`src/rtl/lgtr_mul.sv`:
```
// Shared multiplier with a registered product; 32x16 bits.
module lgtr_mul (
    input  logic        i_clk,
    input  logic [31:0] i_a,
    input  logic [15:0] i_b,
    output logic [47:0] o_p
);
    logic [47:0] r_p;
    always_ff @(posedge i_clk) begin
        r_p <= 48'(i_a) * 48'(i_b);
    end
    assign o_p = r_p;
endmodule

```
`config.mk`:
```
export PLATFORM = sky130hd
export DESIGN_NAME = lgtr_mul
export DESIGN_NICKNAME = d
export VERILOG_FILES = /design/src/rtl/lgtr_mul.sv
export SDC_FILE = /design/constraint.sdc
export NUM_CORES = 1
export LEC_CHECK = 0
export BUFFER_PORTS_ARGS = -buffer_cell sky130_fd_sc_hd__buf_2
export CORE_ASPECT_RATIO = 1.75
export CORE_UTILIZATION = 59
export DETAILED_ROUTE_END_ITERATION = 16
export GPL_ROUTABILITY_DRIVEN = 0
export PLACE_DENSITY = 0.83
export SKIP_CTS_REPAIR_TIMING = 1
export SLEW_MARGIN = 10
export SYNTH_ARGS = -nofsm -noshare
export SYNTH_HDL_FRONTEND = slang
export SYNTH_SLANG_ARGS = --single-unit
```
`constraint.sdc`:
```
create_clock -name i_clk -period 8.6 [get_ports i_clk]
set_input_delay 1.29 -clock i_clk [delete_from_list [all_inputs] [get_ports i_clk]]
set_output_delay 1.29 -clock i_clk [all_outputs]
set_load 0.05 [all_outputs]
```
Yosys cells after proc, flatten, opt, wreduce, memory -nomap -nowiden:

Index checks and enable logic that the tools add are counted.
W data, S select, Z words.

* register bits after elaboration: 48
* bits in latches: 0
* memory bits (writable): 0
* memory bits (read-only): 0
* input bits: 49
* output and inout port bits: 48
* logic and storage cells: 2
* memories kept: 0

* $add $sub $neg: 0
* multiply operators: 1
* div/mod/pow operators: 0
* magnitude comparators: 0
* eq/ne operators: 0
* shift-type cells: 0
* multiplexer cells: 0
* bitwise logic cells: 0
* reduce and logical (&&, ||, !) cells: 0

Operator list (number)
* $mul A32 B16 Y48: 1

Depth between registers and ports, before layout:

Gate-level depths: netlist of the first run.

* depth after elaboration: 1
* gate-level depth with buffers: 24
* mapped depth without buffers: 22

Worst setup path before layout of the first run:

Ideal clock, no wire load.

* path type: input port to flip-flop
* from: input port i_b[7]
* to: register r_p[47], in the netlist o_p[47]
* arrival time: 6.657 ns
* setup slack: 1.823 ns
* stages: 24
* path buffers: 2
* path through: clkbuf_1 nand2_1 fa_1 inv_1 fa_1 inv_1 fa_1 inv_1 fa_1 fa_1 inv_1 fa_1 inv_1 ha_1 buf_2 and3_1 nand2_1 o311ai_2 and4b_4 o22ai_4 o21ai_2 a21o_1 a21oi_2 xnor2_1

* longest elaborated chain between the ends: 1

Ends and longest elaborated chain
* from (decl): RTL line 5 `input logic [15:0] i_b,`
* $mul A32 B16 Y48: RTL line 10 `r_p <= 48'(i_a) * 48'(i_b);`
* to (signal assigned): RTL line 10
* to (decl): RTL line 8 `logic [47:0] r_p;`

No other way between the ends.

Worst setup path after layout of the first run:

* from: input port i_b[2]
* to: register r_p[45], in the netlist o_p[45]

Same word-level chain as after synthesis.

==> impl_metrics.toml, run 1 <==
[run_status]
status = "finished, final reports clean"

[global_routing]
grt-ovfl-total = 0
grt_pass1_vias = 15200
grt_pass1_wl_mm = 76.6
grt_start_max_net_pins = 33
grt.total_usage_pct = 33.5
antenna_found_initial = 3

[critical_path]
critPathKind = "input port to register"
path_cells = "buf_2 > nand2_1 > fa_1 > fa_1 > fa_1 > inv_1 > fa_1 > fa_1 > inv_1 > fa_1 > inv_1 > ha_1 > and2_0 > nand2_1 > nand4bb_1 > nand3b_1 > a21oi_2 > o21ai_1 > a31oi_1 > xnor2_1"
cp-end-kind = "register"
slowest_stage = "fa_1"
start_kind = "input port"
cp_data_required_time_ns = 8.78
crit_start = "i_b[2]"
cpPeakStageDelay_ns = 0.74
worstPathArrival_ns = 7.58
path_max_fanout = 32
cp_common_cell = "fa_1"

[logic_synthesis]
synthCells = 1947
ys_seq_area_share_pct = 5.56
syn_nets = 2534
synth.area.top_cells = "fa_1 (48%), inv_1 (9.8%), ha_1 (8.7%), and2_1 (7.8%), nand2_1 (7.2%)"
syn_avg_cell_area_um2 = 8.87
yosys.area.top_type = "fa_1"
syn_area_mm2 = 0.0173
ys_seq_elements = 48
ys_warn_count = 0
yosys.cell_types.count = 51
synth_top_area_share_pct = 48.4

[floorplan]
die-height_um = 228
core_area_mm2 = 0.0287
die_w_um = 131
start_util_pct = 60.1
ios = 97
rows = 82
dieArea_mm2 = 0.0300

[cells_and_area]
syn2layout_area_growth_pct = 4.46
ff_latch_area_um2 = 961
fill_cells = 2340
antenna_cells = 0
layout.nets = 2545
fin_cells = 2337
drive_gt1_share_pct = 6.23
multi_input_area_mm2 = 0.0143
largest_reg_flops = 48

[routing]
via_count = 13700
antenna_left = 0
post_drt_wl_per_cell_um = 20.7
drtIter0Drc = 1007
drc = 0
viasPerCell = 5.86
routed_wl_mm = 48.3
first_pass_iters = 5

[clock_network]
clock-sinks = 48
cts.clk_slew.worst_paths_ns = 0.07
cts_buffers = 5
cts.path.max_buffers = 2
htreeDepth = 2
clock-root-buffer = "clkbuf_16"
tritoncts = "done"

[place]
dp.cells = 2329
post-place-ws_ns = 1.04
dp_hpwl_mm = 37.8
port_buffers = 96

[timing]
hold_violations = 0
min_period_ns = 7.40
grt_setup_unrepaired = "false"
setup_ws_ns = 1.20
timing_max_transition_violations_final = 0
finalSetupTns_ns = 0
tightestPinTransition_ns = 0.758
setup_violations = 0
relSlewSlack_pct = 49.5
min_period_over_period_pct = 86.0
fmax_mhz = 135

[hold_path]
min_path_type = "input port to register"
hold_start = "i_a[0]"

[run]
maxCapViolCount = 0
-- critical path, delay by kind of cell --
kind | cells | cell delay [ns]
buffers and inverters | 4 | 0.79
and+or+nand+nor | 5 | 1.07
AOI/OAI and AO/OA | 3 | 0.54
xor gates and xnor gates | 1 | 0.15
adders and majority gates | 7 | 3.71
-- synth_stat cells (all sizes together) --
library cell / n
inv: 449
fa: 418
nand2: 333
and2: 216
ha: 120
clkbuf: 91
a21oi: 53
dfxtp: 48
xnor2: 31
o21ai: 29
nor2: 24
a21o: 18
xor2: 14
a31oi: 11
o21bai: 11
nand4: 10
nand3: 8
and3: 6
nor2b: 6
nor3: 5
a21boi: 4
buf: 4
nand2b: 4
o21a: 4
a31o: 3
nor4: 3
a221oi: 2
a2bb2oi: 2
and4: 2
o211ai: 2
o31ai: 2
o41ai: 2
a211oi: 1
a22oi: 1
a311oi: 1
a41oi: 1
and4b: 1
nand3b: 1
nand4bb: 1
o2111ai: 1
o221ai: 1
o22ai: 1
o2bb2ai: 1
o311ai: 1
-- layout by cell type, fill, tap and decap left out, types with 3 or more instances in the layout --
master / instances
clkbuf_16: 5
a31oi_1: 11
nor4_1: 3
nand2b_1: 4
a21o_1: 18
nor3_1: 5
dfxtp_1: 48
a21oi_1: 51
buf_2: 96
nor2_1: 24
buf_4: 3
nand3_1: 8
o21ai_0: 27
inv_1: 449
and2_1: 215
xnor2_1: 31
nand4_1: 10
and3_1: 5
o21a_1: 4
fa_1: 418
a31o_2: 3
ha_1: 120
nand2_1: 333
xor2_1: 14
nor2b_1: 6
o21bai_1: 11
-- final timing paths --
path	end	slack (ns)	cells past startpoint
setup / recovery	o_p[45]$_DFF_P_	1.20	20
hold / removal	o_p[0]$_DFF_P_	1.45	2
-- through the flow --
| step | utilization [%] | hold WS [ns] | area, µm² |
|---|---|---|---|
| 2_1_floorplan | - | 1.41 | 17300 |
| 3_3_place_gp | 62.3 | 1.74 | 17900 |
| 3_5_place_dp | 62.3 | 1.75 | 17900 |
| 4_1_cts | 62.8 | 1.44 | 18000 |
| 5_1_grt | 62.8 | 1.45 | 18000 |
| 6_report | 62.8 | 1.45 | 18000 |
-- cell families (layout without fill, tap and decap cells) --
| family | after synthesis | in the layout | synth area share [%] |
|---|---|---|---|
| adders and majority gates | 538 | 538 | 57.1 |
| buffers and inverters | 544 | 556 | 11.8 |
| AOI/OAI and AO/OA | 152 | 152 | 5.87 |
| DFF | 48 | 48 | 5.56 |
| and+or+nand+nor | 620 | 620 | 17.3 |
| xor gates and xnor gates | 45 | 45 | 2.28 |
-- layout make-up --
type                            instances  share of cell area, %
Clock buffer                            6                  0.769
Clock inverter                          2                 0.0970
Inverter                              449                   9.34
Multi-Input combinational cell       1355                   79.1
Sequential cell                        48                   5.32
Tap cell                              378                   2.62
Timing Repair Buffer                   99                   2.79
-- per-layer routing --
metal	track usage [%]	up-vias	part of all wire (%)
met2	59.7	779	52
met1	31.5	6858	28
li1	-	5710	-
met3	6.76	344	7.8
met4	32.4	4	11
met5	0	-	0.054
Power of run 1 is left out: the tool's default activity adds up to more than one toggle a clock period on the data nets, which glitch-free logic cannot reach.
==> inputs of run 2 (changes only) <==
--- a/config.mk
+++ b/config.mk
@@ -10,7 +10,7 @@
 export CORE_UTILIZATION = 59
 export DETAILED_ROUTE_END_ITERATION = 16
 export GPL_ROUTABILITY_DRIVEN = 0
-export PLACE_DENSITY = 0.83
+export PLACE_DENSITY = 0.81
 export SKIP_CTS_REPAIR_TIMING = 1
 export SLEW_MARGIN = 10
 export SYNTH_ARGS = -nofsm -noshare
==> run 2 against run 1 <==
Compared with the run above:
- hold slack better by 0.019 ns
- critical path depth stayed put
- die area unchanged
- flip-flop and latch count did not move
- global-route usage increased by 1.0 points
- sequential share of layout area barely moved
- clock-buffer cell count down 1
- setup slack improved by 0.032 ns
- critical endpoint is now o_p[42]$_DFF_P_
==> impl_metrics.toml, run 2 (synthesized netlist as in run 1, its figures left out) <==
[floorplan]
die-height_um = 228
ios = 97
rows = 82
core_area_mm2 = 0.0287
die_w_um = 131
dieArea_mm2 = 0.0300
start_util_pct = 60.1

[critical_path]
cp_common_cell = "fa_1"
cp-end-kind = "register"
slowest_stage = "fa_1"
worstPathArrival_ns = 7.59
crit_family = "adder cells"
critPathKind = "input port to register"
start_kind = "input port"
path_max_fanout = 32
cpPeakStageDelay_ns = 0.73
cp_data_required_time_ns = 8.82
crit_buf_inv = 4
path_cells = "buf_2 > nand2_1 > fa_1 > fa_1 > fa_1 > inv_1 > fa_1 > fa_1 > inv_1 > fa_1 > inv_1 > ha_1 > nand2_1 > o21ai_0 > a21o_1 > o31ai_2 > o41ai_2 > a21boi_1 > o21ai_0 > xor2_1"
crit_start = "i_b[1]"

[hold_path]
min_delay_path_depth = 2
hold_start = "i_a[0]"
min_path_type = "input port to register"
worstHoldEndpoint = "o_p[0]$_DFF_P_"

[clock_network]
cts_buffers = 5
htreeDepth = 2
clock-sinks = 48
cts.path.max_buffers = 2
tritoncts = "done"
cts.clk_slew.worst_paths_ns = 0.07
clock-root-buffer = "clkbuf_16"

[place]
placed_area_mm2 = 0.0179
dp_hpwl_mm = 38.6
port_buffers = 96
dp.cells = 2329

[timing]
hold_slack_ns = 1.47
fmax_mhz = 136
finalSetupTns_ns = 0
hold_violations = 0
tightestPinTransition_ns = 0.781
timing_max_transition_violations_final = 0
min_period_over_period_pct = 85.6
setup_violations = 0
relSlewSlack_pct = 47.9
grt_setup_unrepaired = "false"
min_period_ns = 7.36

[routing]
viasPerCell = 5.87
routed_wl_mm = 49.2
post_drt_wl_per_cell_um = 21.1
drtIter0Drc = 993
antenna_left = 0
first_pass_iters = 6
drc = 0
via_count = 13700

[global_routing]
antenna_found_initial = 1
grt_pass1_vias = 15500
grt.total_usage_pct = 34.5
grt_pass1_wl_mm = 78.5
grt-ovfl-total = 0
grt_start_max_net_pins = 33

[cells_and_area]
antenna_cells = 0
syn2layout_area_growth_pct = 4.35
drive_gt1_share_pct = 6.18
largest_reg_flops = 48
fin_cells = 2336
final_area_mm2 = 0.0180
final_common_cell = "inv_1"
layout.nets = 2545
layout_common_cells = "inv_1 (449), fa_1 (418), nand2_1 (333)"

[run_status]
status = "finished, final reports clean"

[run]
maxCapViolCount = 0
-- run 2: layout make-up --
class,instances,area [µm²]
tap,378,473
sequential,48,961
multi-input combinational,1355,14300
clock inverter,2,12.5
inverter,449,1690
fill,2429,10700
timing repair buffer,99,503
clock buffer,5,125
-- run 2: per-stage QoR --
stage	setup slack (ns)	util [%]
after floorplan	1.82	-
after global placement	1.26	62.3
after detailed placement	1.11	62.3
after CTS	1.42	62.8
after global routing	0.937	62.8
final	1.24	62.8
-- run 2: worst max-delay path by stage --
| stage | end | slack [ns] | cells after the start |
|---|---|---|---|
| final | o_p[42]$_DFF_P_ | 1.24 | 20 |
| after global routing | o_p[42]$_DFF_P_ | 0.94 | 21 |
| after CTS | o_p[42]$_DFF_P_ | 1.42 | 21 |
| after detailed placement | o_p[42]$_DFF_P_ | 1.11 | 21 |
| after global placement | o_p[40]$_DFF_P_ | 1.26 | 19 |
| after floorplan | o_p[47]$_DFF_P_ | 1.82 | 24 |
-- run 2: routing by layer --
metal  share of wire (%)  wire length, µm  vias to the layer above  global-route usage [%]
li1                    -                -                     5709                       -
met1                  28            13700                     6855                    32.3
met2                  52            25800                      794                    62.0
met3                 8.0             3940                      356                    6.59
met4                  12             5780                        0                    33.4
met5                   0                0                        -                       0
Power of run 2 is left out for the same reason.
